--- src/hdl/rrq_pkg.sv ---
package rrq_pkg;

    localparam int ID_W          = 5;
    localparam int ID_COUNT      = 32;
    localparam int OP_W          = 2;
    localparam int DEF_MAX_TASKS = 32;

    localparam logic [OP_W-1:0] OP_ADD       = 2'd0;
    localparam logic [OP_W-1:0] OP_REMOVE    = 2'd1;
    localparam logic [OP_W-1:0] OP_SET_READY = 2'd2;
    localparam logic [OP_W-1:0] OP_PICK      = 2'd3;

    // Commands from the controller to the datapath.
    typedef struct packed {
        logic load_in;
        logic append;
        logic set_ready;
        logic ptr_zero;
        logic ptr_start;
        logic ptr_step;
        logic ptr_wrap_step;
        logic ptr_succ;
        logic pos_save;
        logic shift_wr;
        logic shrink;
        logic succ_take;
        logic pick_hit;
        logic pick_miss;
        logic out_load;
    } cmd_t;

    // Status from the datapath to the controller.
    typedef struct packed {
        logic [OP_W-1:0] op;
        logic            add_ok;
        logic            rem_ok;
        logic            count_zero;
        logic            match;
        logic            at_end;
        logic            cur_hit;
        logic            last_entry;
        logic            ready_hit;
        logic            scan_last;
    } stat_t;

endpackage

--- src/hdl/round_robin_run_queue_core.sv ---
// Add and set ready are handled in the dispatch state; remove searches the order store,
// compacts the entries behind the removed one and, if it was the current task, reads the
// successor; pick scans up to queue_count entries, one order-store read per scanned entry.
// One word at a time: the next word is taken in the cycle after the result is loaded
// into the output register, which may still be waiting on m_ready.
// Reset (aresetn low, synchronous) empties the queue, clears all marks and goes idle.
module round_robin_run_queue_core #(
    parameter int MAX_TASKS = rrq_pkg::DEF_MAX_TASKS
) (
    input  logic                     aclk,
    input  logic                     aresetn,
    input  logic                     s_valid,
    output logic                     s_ready,
    input  logic [rrq_pkg::OP_W-1:0] s_opcode,
    input  logic [rrq_pkg::ID_W-1:0] s_task_id,
    input  logic                     s_ready_flag,
    output logic                     m_valid,
    input  logic                     m_ready,
    output logic [rrq_pkg::ID_W-1:0] m_chosen_task,
    output logic                     m_chosen_idle,
    output logic                     m_took_effect
);
    import rrq_pkg::*;

    cmd_t  cmd;
    stat_t stat;

    rrq_ctrl u_ctrl (
        .aclk    (aclk),
        .aresetn (aresetn),
        .s_valid (s_valid),
        .s_ready (s_ready),
        .m_valid (m_valid),
        .m_ready (m_ready),
        .stat    (stat),
        .cmd     (cmd)
    );

    rrq_dp #(
        .MAX_TASKS (MAX_TASKS)
    ) u_dp (
        .aclk          (aclk),
        .aresetn       (aresetn),
        .s_opcode      (s_opcode),
        .s_task_id     (s_task_id),
        .s_ready_flag  (s_ready_flag),
        .cmd           (cmd),
        .stat          (stat),
        .m_chosen_task (m_chosen_task),
        .m_chosen_idle (m_chosen_idle),
        .m_took_effect (m_took_effect)
    );

endmodule

--- src/hdl/rrq_ram.sv ---
module rrq_ram #(
    parameter int WIDTH = rrq_pkg::ID_W,
    parameter int DEPTH = rrq_pkg::DEF_MAX_TASKS
) (
    input  logic                     aclk,
    input  logic                     we,
    input  logic [$clog2(DEPTH)-1:0] waddr,
    input  logic [WIDTH-1:0]         wdata,
    input  logic [$clog2(DEPTH)-1:0] raddr,
    output logic [WIDTH-1:0]         rdata
);
    logic [WIDTH-1:0] mem_reg [DEPTH];
    logic [WIDTH-1:0] rdata_reg;

    always_ff @(posedge aclk) begin
        if (we) begin
            mem_reg[waddr] <= wdata;
        end
        rdata_reg <= mem_reg[raddr];
    end

    assign rdata = rdata_reg;

endmodule

--- src/hdl/rrq_dp.sv ---
module rrq_dp #(
    parameter int MAX_TASKS = rrq_pkg::DEF_MAX_TASKS
) (
    input  logic                      aclk,
    input  logic                      aresetn,
    input  logic [rrq_pkg::OP_W-1:0]  s_opcode,
    input  logic [rrq_pkg::ID_W-1:0]  s_task_id,
    input  logic                      s_ready_flag,
    input  rrq_pkg::cmd_t             cmd,
    output rrq_pkg::stat_t            stat,
    output logic [rrq_pkg::ID_W-1:0]  m_chosen_task,
    output logic                      m_chosen_idle,
    output logic                      m_took_effect
);
    import rrq_pkg::*;

    localparam int AW = $clog2(MAX_TASKS);
    localparam int CW = $clog2(MAX_TASKS + 1);

    logic [OP_W-1:0]     op_reg;
    logic [ID_W-1:0]     id_reg;
    logic                flag_reg;
    logic [CW-1:0]       count_reg;
    logic [ID_COUNT-1:0] queued_reg;
    logic [ID_COUNT-1:0] ready_reg;
    logic [ID_W-1:0]     cur_task_reg;
    logic                cur_idle_reg;
    logic [CW-1:0]       cur_pos_reg;
    logic                effect_reg;
    logic [CW-1:0]       ptr_reg;
    logic [CW-1:0]       ptr_next;
    logic [CW-1:0]       k_reg;
    logic [CW-1:0]       pos_reg;
    logic [ID_W-1:0]     out_task_reg;
    logic                out_idle_reg;
    logic                out_effect_reg;

    logic [ID_W-1:0]     rdata;
    logic                we;
    logic [AW-1:0]       waddr;
    logic [ID_W-1:0]     wdata;
    logic [CW-1:0]       ptr_inc;
    logic [CW-1:0]       ptr_dec;
    logic [CW-1:0]       start_pos;
    logic [CW-1:0]       cur_inc;
    logic                id_ok;

    rrq_ram #(
        .WIDTH (ID_W),
        .DEPTH (MAX_TASKS)
    ) u_order (
        .aclk  (aclk),
        .we    (we),
        .waddr (waddr),
        .wdata (wdata),
        .raddr (ptr_next[AW-1:0]),
        .rdata (rdata)
    );

    assign id_ok   = 32'(id_reg) < 32'(MAX_TASKS);
    assign ptr_inc = ptr_reg + CW'(1);
    assign ptr_dec = ptr_reg - CW'(1);
    assign cur_inc = cur_pos_reg + CW'(1);

    // A pick starts one past the current task, wrapping to the head, or at the head when no task is current.
    always_comb begin
        if (cur_idle_reg || cur_inc == count_reg) begin
            start_pos = '0;
        end else begin
            start_pos = cur_inc;
        end
    end

    always_comb begin
        priority if (cmd.ptr_zero) begin
            ptr_next = '0;
        end else if (cmd.ptr_start) begin
            ptr_next = start_pos;
        end else if (cmd.ptr_step) begin
            ptr_next = ptr_inc;
        end else if (cmd.ptr_wrap_step) begin
            ptr_next = (ptr_inc == count_reg) ? '0 : ptr_inc;
        end else if (cmd.ptr_succ) begin
            ptr_next = (pos_reg == count_reg - CW'(1)) ? '0 : pos_reg;
        end else begin
            ptr_next = ptr_reg;
        end
    end

    always_comb begin
        we    = cmd.append | cmd.shift_wr;
        waddr = cmd.append ? count_reg[AW-1:0] : ptr_dec[AW-1:0];
        wdata = cmd.append ? id_reg : rdata;
    end

    always_comb begin
        stat.op         = op_reg;
        stat.add_ok     = id_ok && !queued_reg[id_reg] && count_reg != CW'(MAX_TASKS);
        stat.rem_ok     = id_ok && queued_reg[id_reg];
        stat.count_zero = count_reg == '0;
        stat.match      = rdata == id_reg;
        stat.at_end     = ptr_reg == count_reg;
        stat.cur_hit    = !cur_idle_reg && cur_task_reg == id_reg;
        stat.last_entry = count_reg == CW'(1);
        stat.ready_hit  = ready_reg[rdata];
        stat.scan_last  = (k_reg + CW'(1)) == count_reg;
    end

    always_ff @(posedge aclk) begin
        if (cmd.load_in) begin
            op_reg   <= s_opcode;
            id_reg   <= s_task_id;
            flag_reg <= s_ready_flag;
        end
        ptr_reg <= ptr_next;
        if (cmd.ptr_start) begin
            k_reg <= '0;
        end else if (cmd.ptr_wrap_step) begin
            k_reg <= k_reg + CW'(1);
        end
        if (cmd.pos_save) begin
            pos_reg <= ptr_reg;
        end
        if (cmd.out_load) begin
            out_task_reg   <= cur_task_reg;
            out_idle_reg   <= cur_idle_reg;
            out_effect_reg <= effect_reg;
        end
    end

    always_ff @(posedge aclk) begin
        if (!aresetn) begin
            count_reg    <= '0;
            queued_reg   <= '0;
            ready_reg    <= '0;
            cur_task_reg <= '0;
            cur_idle_reg <= 1'b1;
            cur_pos_reg  <= '0;
            effect_reg   <= 1'b0;
        end else begin
            if (cmd.load_in) begin
                effect_reg <= 1'b0;
            end
            if (cmd.append) begin
                count_reg          <= count_reg + CW'(1);
                queued_reg[id_reg] <= 1'b1;
                effect_reg         <= 1'b1;
            end
            if (cmd.set_ready && id_ok) begin
                ready_reg[id_reg] <= flag_reg;
            end
            if (cmd.shrink) begin
                count_reg          <= count_reg - CW'(1);
                queued_reg[id_reg] <= 1'b0;
                effect_reg         <= 1'b1;
                if (stat.cur_hit && stat.last_entry) begin
                    cur_idle_reg <= 1'b1;
                    cur_task_reg <= '0;
                end else if (!stat.cur_hit && !cur_idle_reg && cur_pos_reg > pos_reg) begin
                    // Entries behind the removed one move up by one place.
                    cur_pos_reg <= cur_pos_reg - CW'(1);
                end
            end
            if (cmd.succ_take || cmd.pick_hit) begin
                cur_task_reg <= rdata;
                cur_pos_reg  <= ptr_reg;
                cur_idle_reg <= 1'b0;
            end
            if (cmd.pick_hit) begin
                effect_reg <= 1'b1;
            end
            if (cmd.pick_miss) begin
                cur_task_reg <= '0;
                cur_idle_reg <= 1'b1;
            end
        end
    end

    assign m_chosen_task = out_task_reg;
    assign m_chosen_idle = out_idle_reg;
    assign m_took_effect = out_effect_reg;

endmodule

--- src/hdl/rrq_ctrl.sv ---
module rrq_ctrl (
    input  logic           aclk,
    input  logic           aresetn,
    input  logic           s_valid,
    output logic           s_ready,
    output logic           m_valid,
    input  logic           m_ready,
    input  rrq_pkg::stat_t stat,
    output rrq_pkg::cmd_t  cmd
);
    import rrq_pkg::*;

    localparam logic [2:0] S_IDLE  = 3'd0;
    localparam logic [2:0] S_DISP  = 3'd1;
    localparam logic [2:0] S_FIND  = 3'd2;
    localparam logic [2:0] S_SHIFT = 3'd3;
    localparam logic [2:0] S_SUCC  = 3'd4;
    localparam logic [2:0] S_SCAN  = 3'd5;
    localparam logic [2:0] S_DONE  = 3'd6;

    logic [2:0] state_reg;
    logic [2:0] state_next;
    logic       m_valid_reg;
    logic       m_valid_next;

    always_comb begin
        cmd        = '0;
        state_next = state_reg;
        s_ready    = 1'b0;
        unique case (state_reg)
            S_IDLE: begin
                s_ready = 1'b1;
                if (s_valid) begin
                    cmd.load_in = 1'b1;
                    state_next  = S_DISP;
                end
            end
            S_DISP: begin
                unique case (stat.op)
                    OP_ADD: begin
                        cmd.append = stat.add_ok;
                        state_next = S_DONE;
                    end
                    OP_REMOVE: begin
                        if (stat.rem_ok) begin
                            cmd.ptr_zero = 1'b1;
                            state_next   = S_FIND;
                        end else begin
                            state_next = S_DONE;
                        end
                    end
                    OP_SET_READY: begin
                        cmd.set_ready = 1'b1;
                        state_next    = S_DONE;
                    end
                    OP_PICK: begin
                        if (stat.count_zero) begin
                            cmd.pick_miss = 1'b1;
                            state_next    = S_DONE;
                        end else begin
                            cmd.ptr_start = 1'b1;
                            state_next    = S_SCAN;
                        end
                    end
                endcase
            end
            S_FIND: begin
                cmd.ptr_step = 1'b1;
                if (stat.match) begin
                    cmd.pos_save = 1'b1;
                    state_next   = S_SHIFT;
                end
            end
            S_SHIFT: begin
                if (stat.at_end) begin
                    cmd.shrink = 1'b1;
                    if (stat.cur_hit && !stat.last_entry) begin
                        // The successor now sits at the removed slot, or at the head.
                        cmd.ptr_succ = 1'b1;
                        state_next   = S_SUCC;
                    end else begin
                        state_next = S_DONE;
                    end
                end else begin
                    cmd.shift_wr = 1'b1;
                    cmd.ptr_step = 1'b1;
                end
            end
            S_SUCC: begin
                cmd.succ_take = 1'b1;
                state_next    = S_DONE;
            end
            S_SCAN: begin
                if (stat.ready_hit) begin
                    cmd.pick_hit = 1'b1;
                    state_next   = S_DONE;
                end else if (stat.scan_last) begin
                    cmd.pick_miss = 1'b1;
                    state_next    = S_DONE;
                end else begin
                    cmd.ptr_wrap_step = 1'b1;
                end
            end
            S_DONE: begin
                if (!m_valid_reg || m_ready) begin
                    cmd.out_load = 1'b1;
                    state_next   = S_IDLE;
                end
            end
            default: begin
                state_next = S_IDLE;
            end
        endcase
    end

    always_comb begin
        if (cmd.out_load) begin
            m_valid_next = 1'b1;
        end else if (m_ready) begin
            m_valid_next = 1'b0;
        end else begin
            m_valid_next = m_valid_reg;
        end
    end

    always_ff @(posedge aclk) begin
        if (!aresetn) begin
            state_reg   <= S_IDLE;
            m_valid_reg <= 1'b0;
        end else begin
            state_reg   <= state_next;
            m_valid_reg <= m_valid_next;
        end
    end

    assign m_valid = m_valid_reg;

endmodule
--- config.mk ---
export PLATFORM = sky130hd
export DESIGN_NAME = round_robin_run_queue_core
export DESIGN_NICKNAME = d
export VERILOG_FILES = /design/src/hdl/rrq_pkg.sv /design/src/hdl/round_robin_run_queue_core.sv /design/src/hdl/rrq_ram.sv /design/src/hdl/rrq_dp.sv /design/src/hdl/rrq_ctrl.sv
export SDC_FILE = /design/constraint.sdc
export NUM_CORES = 1
export LEC_CHECK = 0
export BUFFER_PORTS_ARGS = -buffer_cell sky130_fd_sc_hd__buf_2
export CAP_MARGIN = 20
export CORE_UTILIZATION = 65
export CTS_BUF_LIST = sky130_fd_sc_hd__clkbuf_4 sky130_fd_sc_hd__clkbuf_8
export CTS_CLUSTER_SIZE = 28
export DETAILED_ROUTE_END_ITERATION = 10
export GPL_TIMING_DRIVEN = 1
export PLACE_DENSITY = 0.82
export SYNTH_ARGS = -nofsm -noshare
export SYNTH_HDL_FRONTEND = slang
export SYNTH_SLANG_ARGS = --single-unit
--- constraint.sdc ---
create_clock -name aclk -period 5.75 [get_ports aclk]
set_clock_uncertainty 0.2 [all_clocks]
set_input_delay 0.2875 -clock aclk [delete_from_list [all_inputs] [get_ports aclk]]
set_output_delay 0.2875 -clock aclk [all_outputs]
set_load 0.005 [all_outputs]
==> results of run 1 <==
[cells in the mapped netlist, drive strengths merged, types with 3 or more instances]
master and number:
a31oi 44, a21oi 36, mux2 8, nand3 41, dfxtp 104, o22a 3
xor2 25, buf 42, a22oi 21, a21o 10, nor2 156, a32oi 12
inv 29, ha 15, o22ai 9, o31ai 4, o211a 5, nand2 188
or3 4, o211ai 6, nor3b 8, o21ai 81, or4 3, mux2i 64
edfxtp 181, nand4 15, nor4 6, a211oi 6, clkbuf 46, and3 7
o2bb2ai 3, nor3 24, a21boi 38, a22o 7, a221oi 9, and2 13
nand2b 11, nand3b 5, xnor2 34, nor2b 12
[per-layer routing]
metal	part of all wire	vias up	track usage
met5	0	-	0
met1	0.41	5150	0.437
met2	0.46	587	0.495
met3	0.095	109	0.0556
li1	-	4972	-
met4	0.032	0	0.134
[cells by family after synthesis]
kind of cell               synth area share
and+or+nand+nor                       0.165
DFF                                   0.543
buffers and inverters                0.0394
AOI/OAI and AO/OA                     0.147
adders and majority gates            0.0136
muxes                                0.0528
xor gates and xnor gates             0.0389
[cell type report]
type                            instances  share of cell area
Tap cell                              275              0.0226
Sequential cell                       285               0.494
Clock inverter                         22              0.0150
Clock buffer                           60              0.0497
Multi-Input combinational cell        957               0.382
Timing Repair Buffer                   57              0.0291
Inverter                               30             0.00773
[through the flow]
step / power [uW] / utilization / std cells
final: 7730 / 0.726 / 1686
after global routing: 8030 / 0.726 / 1686
after CTS: 7610 / 0.724 / 1684
after detailed placement: 5740 / 0.672 / 1592
after global placement: 5690 / 0.672 / 1592
after floorplan: 4940 / - / 1360
[power by group through the flow]
stage	clock network [uW]	logic, uW	registers [uW]
6_report	1870	3060	2800
2_1_floorplan	0	2260	2680
3_5_place_dp	0	2900	2840
5_1_grt	1970	3250	2810
3_3_place_gp	0	2850	2840
4_1_cts	1880	2930	2800
[how the worst max path moves through the flow]
stage                                  end  slack (ps)       startpoint  cells after the start
4_1_cts         u_dp.u_order.mem_reg[3][1]        1010   u_dp.id_reg[1]                     11
2_1_floorplan   u_dp.u_order.mem_reg[0][0]        1480   u_dp.id_reg[4]                     10
3_5_place_dp   u_dp.u_order.mem_reg[15][1]        1030   u_dp.id_reg[1]                     11
6_report             u_dp.u_order.rdata[0]         800  u_dp.ptr_reg[0]                     14
3_3_place_gp   u_dp.u_order.mem_reg[27][3]        1130   u_dp.id_reg[1]                     11
5_1_grt         u_dp.u_order.mem_reg[7][4]         610   u_dp.id_reg[1]                     11
[worst register-to-register path, stage by stage (launching register included)]
cell       delay, ps
dfxtp_1          650
inv_1            270
ha_1             550
xnor2_1          160
nand3_1           90
nor3_1           680
nor2_1            90
a221oi_1         280
a21o_1           200
buf_4            310
clkinv_4         300
nor2_2           380
nand2_1          150
o2111ai_1        280
nand4_1          170
==> impl_metrics.env, run 1 <==
export IMPL_status="finished, final reports clean"
export IMPL_crit_buf_inv=3
export IMPL_diodes=0
export IMPL_cts_buffer_depth=3
export IMPL_maxSlewViolCount=0
export IMPL_syn_nets=1387
export IMPL_place_hpwl_mm=22.0
export IMPL_slew_headroom=0.244
export IMPL_clkSinkCount=285
export IMPL_hold_path_startpoint="s_ready_flag"
export IMPL_drcViolationCount=0
export IMPL_whs_path_depth=2
export IMPL_worst_slack_ps=802
export IMPL_seq_area_frac_synth=0.543
export IMPL_synth_cell_type_count=72
export IMPL_max_freq_ghz=0.202
export IMPL_p_leak_uw=0.00539
export IMPL_r2r_slack_ps=800
export IMPL_hold_end="u_dp.flag_reg"
export IMPL_vias=10818
export IMPL_seq_area_um2=7520
export IMPL_timing_final_crit_share=0.861
export IMPL_post_route_min_period_ps=4950
export IMPL_die_w_um=148
export IMPL_place_area_um2=14100
export IMPL_mostFrequentLayoutCells="nand2_1, edfxtp_1, nor2_1, dfxtp_1, o21ai_0"
export IMPL_synth_edf_count=181
export IMPL_setup_violations=0
export IMPL_path_class="flip-flop to flip-flop"
export IMPL_switching_power_uw=3130
export IMPL_power_switching_share=0.405
export IMPL_cp_required_ps=5940
export IMPL_p_int_uw=4600
export IMPL_place_congestion=0.967
export IMPL_post_cts_setup_buffers=0
export IMPL_pwr_density_cell_nw_per_um2=508
export IMPL_timing_rr_end="u_dp.u_order.rdata[0]"
export IMPL_path_delay_family="simple AND/OR/NAND/NOR gates"
export IMPL_cts_hold_buf=10
export IMPL_ys_flop_type="edfxtp_1"
export IMPL_worst_hold_path_type="primary input to flip-flop"
export IMPL_synth_area_um2=13800
export IMPL_ir_drop_v=0.000306
export IMPL_clk_latency_ps=580
export IMPL_fillCellCount=1422
export IMPL_vias_per_cell=6.42
export IMPL_worst_setup_path_start_kind="flip-flop"
export IMPL_power_frac_comb=0.396
export IMPL_syn_inst=1360
export IMPL_syn_area_per_cell_um2=10.2
export IMPL_grt_max_degree=83
export IMPL_root_buffer="clkbuf_8"
export IMPL_chipHeight_um=148
export IMPL_drtIter0Drc=1331
export IMPL_seq_power_share=0.363
export IMPL_tns_ps=0
export IMPL_fin_nets=1402
export IMPL_slowest_stage="nor3_1"
export IMPL_synth_area_leaders="edfxtp_1, dfxtp_1, nand2_1"
export IMPL_crit_arrival_ps=5140
export IMPL_dieArea_um2=21900
export IMPL_h_tree_depth=2
export IMPL_rsz0062_at_grt="false"
export IMPL_path_cells="inv_1, ha_1, xnor2_1, nand3_1, nor3_1, nor2_1, a221oi_1, a21o_1, buf_4, clkinv_4, nor2_2, nand2_1, o2111ai_1, nand4_1"
export IMPL_initial_utilization=0.661
export IMPL_area_growth_pct=9.88
export IMPL_routed_wl_mm=34.5
export IMPL_cts_tree="built"
export IMPL_fp_row_count=53
export IMPL_cp_max_fo=33
export IMPL_r2r_start="u_dp.ptr_reg[0]"
export IMPL_antenna_found_initial=0
export IMPL_maxCapViolCount=0
export IMPL_grt_pass1_wl_mm=53.7
export IMPL_dp_slack_ps=1030
export IMPL_async_flop_share=0
export IMPL_multi_input_area_um2=5810
export IMPL_antenna_left=0
export IMPL_firstDrtPassIters=10
export IMPL_grt_overflow_total=0
export IMPL_clkPwrFrac=0.241
export IMPL_pin_count=21
export IMPL_yosys_warnings=0
export IMPL_largest_reg_flops=160
export IMPL_post_drt_wl_per_cell_um=20.5
export IMPL_hold_viol_final=0
export IMPL_layout_commonest_cell="nand2_1"
export IMPL_grt_usage=0.316
export IMPL_hold_slack_ps=218
export IMPL_max_stage_delay_ps=680
export IMPL_portBuffers=20
export IMPL_cts_resized=0
export IMPL_cts_made_buffers=44
export IMPL_grt_pass1_vias=10031
export IMPL_synth_seq_cells=285
export IMPL_yosys_area_top_type="edfxtp_1"
export IMPL_core_um2=21000
export IMPL_worstMarginPinSlew_ps=1130
export IMPL_reg2regPathDepth=14
export IMPL_yosysTopAreaCellShare=0.393
export IMPL_critPathCaptureType="flip-flop"
export IMPL_clk_pin_slew_ps=70
export IMPL_layout_drive_gt1_share=0.108
export IMPL_final_cell_area_um2=15200
No activity file was read; power rests on OpenSTA's default activity.
==> run 2: changes to the inputs <==
--- a/config.mk
+++ b/config.mk
@@ -7,12 +7,12 @@
 export LEC_CHECK = 0
 export BUFFER_PORTS_ARGS = -buffer_cell sky130_fd_sc_hd__buf_2
 export CAP_MARGIN = 20
-export CORE_UTILIZATION = 65
-export CTS_BUF_LIST = sky130_fd_sc_hd__clkbuf_4 sky130_fd_sc_hd__clkbuf_8
+export CORE_ASPECT_RATIO = 2
+export CORE_UTILIZATION = 63
 export CTS_CLUSTER_SIZE = 28
 export DETAILED_ROUTE_END_ITERATION = 10
 export GPL_TIMING_DRIVEN = 1
-export PLACE_DENSITY = 0.82
+export PLACE_DENSITY = 0.8
 export SYNTH_ARGS = -nofsm -noshare
 export SYNTH_HDL_FRONTEND = slang
 export SYNTH_SLANG_ARGS = --single-unit
==> run 2 against run 1 <==
Net effect:
- wire length increased by 8.6%
- highest routed layer unchanged
- largest power group unchanged
- utilization down 2.6 points
- critical path depth fell by 5
- via count is 1.8% lower
- largest cell class unchanged
- power down 0.99%
==> impl_metrics.env, run 2 (synthesized netlist as in run 1, its figures left out) <==
export IMPL_largest_reg_flops=160
export IMPL_max_freq_ghz=0.208
export IMPL_vias=10624
export IMPL_grt_pass1_vias=10429
export IMPL_clkSinkCount=285
export IMPL_worst_setup_path_start_kind="flip-flop"
export IMPL_crit_top_cell="nand2_1"
export IMPL_finalPower_uw=7650
export IMPL_timing_rr_end="u_dp.u_order.mem_reg[27][0]"
export IMPL_cts_tree="built"
export IMPL_hold_end="u_dp.effect_reg"
export IMPL_worst_hold_path_type="primary input to flip-flop"
export IMPL_status="finished, final reports clean"
export IMPL_core_um2=21600
export IMPL_multi_input_area_um2=5810
export IMPL_clk_latency_ps=560
export IMPL_p_leak_uw=0.00529
export IMPL_grtUsageMet1=0.331
export IMPL_fp_row_count=76
export IMPL_path_delay_family="simple AND/OR/NAND/NOR gates"
export IMPL_initial_utilization=0.641
export IMPL_place_hpwl_mm=26.3
export IMPL_post_drt_wl_per_cell_um=22.7
export IMPL_seq_area_um2=7520
export IMPL_antenna_left=0
export IMPL_grt_pass1_wl_mm=57.3
export IMPL_clk_pin_slew_ps=70
export IMPL_path_cells="buf_4, mux2_2, a221oi_1, or4bb_1, nand2_1, and4b_2, mux2i_1, nand2_1, nor2_1"
export IMPL_cp_startpoint="u_dp.id_reg[1]"
export IMPL_hold_slack_ps=21.6
export IMPL_hold_path_startpoint="s_valid"
export IMPL_grt_overflow_total=0
export IMPL_cts_buffer_depth=3
export IMPL_maxSlewViolCount=0
export IMPL_worstMarginPinSlew_ps=1330
export IMPL_portBuffers=20
export IMPL_post_route_min_period_ps=4810
export IMPL_pin_count=21
export IMPL_root_buffer="clkbuf_16"
export IMPL_critPathCaptureType="flip-flop"
export IMPL_chipHeight_um=212
export IMPL_hold_viol_final=0
export IMPL_rsz0062_at_grt="false"
export IMPL_h_tree_depth=1
export IMPL_drtIter0Drc=1022
export IMPL_cts_made_buffers=25
export IMPL_slew_headroom=0.113
export IMPL_use_met3=0.0511
export IMPL_layout_drive_gt1_share=0.0885
export IMPL_routed_wl_mm=37.5
export IMPL_drcViolationCount=0
export IMPL_use_met2=0.629
export IMPL_pwr_density_cell_nw_per_um2=507
export IMPL_crit_buf_inv=1
export IMPL_grt_usage=0.342
export IMPL_path_class="flip-flop to flip-flop"
export IMPL_fillCellCount=1601
export IMPL_dieArea_um2=22600
export IMPL_tns_ps=0
export IMPL_whs_path_depth=4
export IMPL_layout_commonest_cell="nand2_1"
export IMPL_final_cells=1652
export IMPL_place_inst=1595
export IMPL_maxCapViolCount=0
export IMPL_firstDrtPassIters=6
export IMPL_antenna_found_initial=0
export IMPL_r2r_slack_ps=940
export IMPL_grt_max_degree=83
export IMPL_place_congestion=1.07
export IMPL_reg2regPathDepth=9
export IMPL_crit_arrival_ps=4800
export IMPL_r2r_start="u_dp.id_reg[1]"
export IMPL_crit_cells=9
export IMPL_timing_final_crit_share=0.837
export IMPL_max_stage_delay_ps=820
export IMPL_slowest_stage="edfxtp_1"
export IMPL_setup_violations=0
export IMPL_fin_nets=1387
export IMPL_area_growth_pct=9.10
export IMPL_cp_max_fo=19
export IMPL_mostFrequentLayoutCells="nand2_1, edfxtp_1, nor2_1, dfxtp_1, o21ai_0"
export IMPL_vias_per_cell=6.43
export IMPL_ir_drop_v=0.000511
export IMPL_die_w_um=107
export IMPL_cp_required_ps=5740
export IMPL_diodes=0
export IMPL_busiest_layer="met2"
run 2: worst max path at each step:
stage                                  end
2_1_floorplan   u_dp.u_order.mem_reg[0][0]
3_3_place_gp   u_dp.u_order.mem_reg[27][0]
3_5_place_dp   u_dp.u_order.mem_reg[27][0]
4_1_cts        u_dp.u_order.mem_reg[27][0]
5_1_grt              u_dp.u_order.rdata[4]
6_report       u_dp.u_order.mem_reg[27][0]
run 2: what timing repair did:
| action | 4_1_cts | 5_1_grt |
|---|---|---|
| setup buffers | 0 | 0 |
| hold buffers | 9 | 0 |
| gates resized for setup | 0 | 0 |
| endpoints found under the hold margin | 9 | 0 |
run 2: through the flow:
stage,setup slack (ps),utilization,cell area (um2)
3_3_place_gp,1110,0.654,14100
3_5_place_dp,1030,0.654,14100
6_report,939,0.700,15100
2_1_floorplan,1480,-,13800
5_1_grt,771,0.700,15100
4_1_cts,1000,0.699,15100
run 2: layout make-up:
cell class,instances,area share
Clock inverter,16,0.0156
Inverter,30,0.00779
Timing Repair Buffer,61,0.0293
Multi-Input combinational cell,957,0.384
Tap cell,273,0.0226
Sequential cell,285,0.498
Clock buffer,30,0.0427
run 2: power by group:
| part | leakage (uW) | internal, uW | switching, uW |
|---|---|---|---|
| Clock | 0.000414 | 1040 | 778 |
| Sequential | 0.00247 | 2530 | 259 |
| Combinational | 0.00241 | 1020 | 2030 |
| Total | 0.00529 | 4590 | 3070 |
run 2: routing by layer:
| metal | vias to the layer above | routed length [um] | part of all wire |
|---|---|---|---|
| met5 | - | 0 | 0 |
| met4 | 0 | 3270 | 0.087 |
| met3 | 180 | 2020 | 0.054 |
| met2 | 487 | 20200 | 0.54 |
| met1 | 5033 | 12000 | 0.32 |
| li1 | 4924 | - | - |
run 2: worst reg2reg max path, cell delays in order (launching register included):
cell and delay, ps:
edfxtp_1 820, buf_4 310, mux2_2 350, a221oi_1 270, or4bb_1 460, nand2_1 110, and4b_2 470, mux2i_1 740
nand2_1 260, nor2_1 470
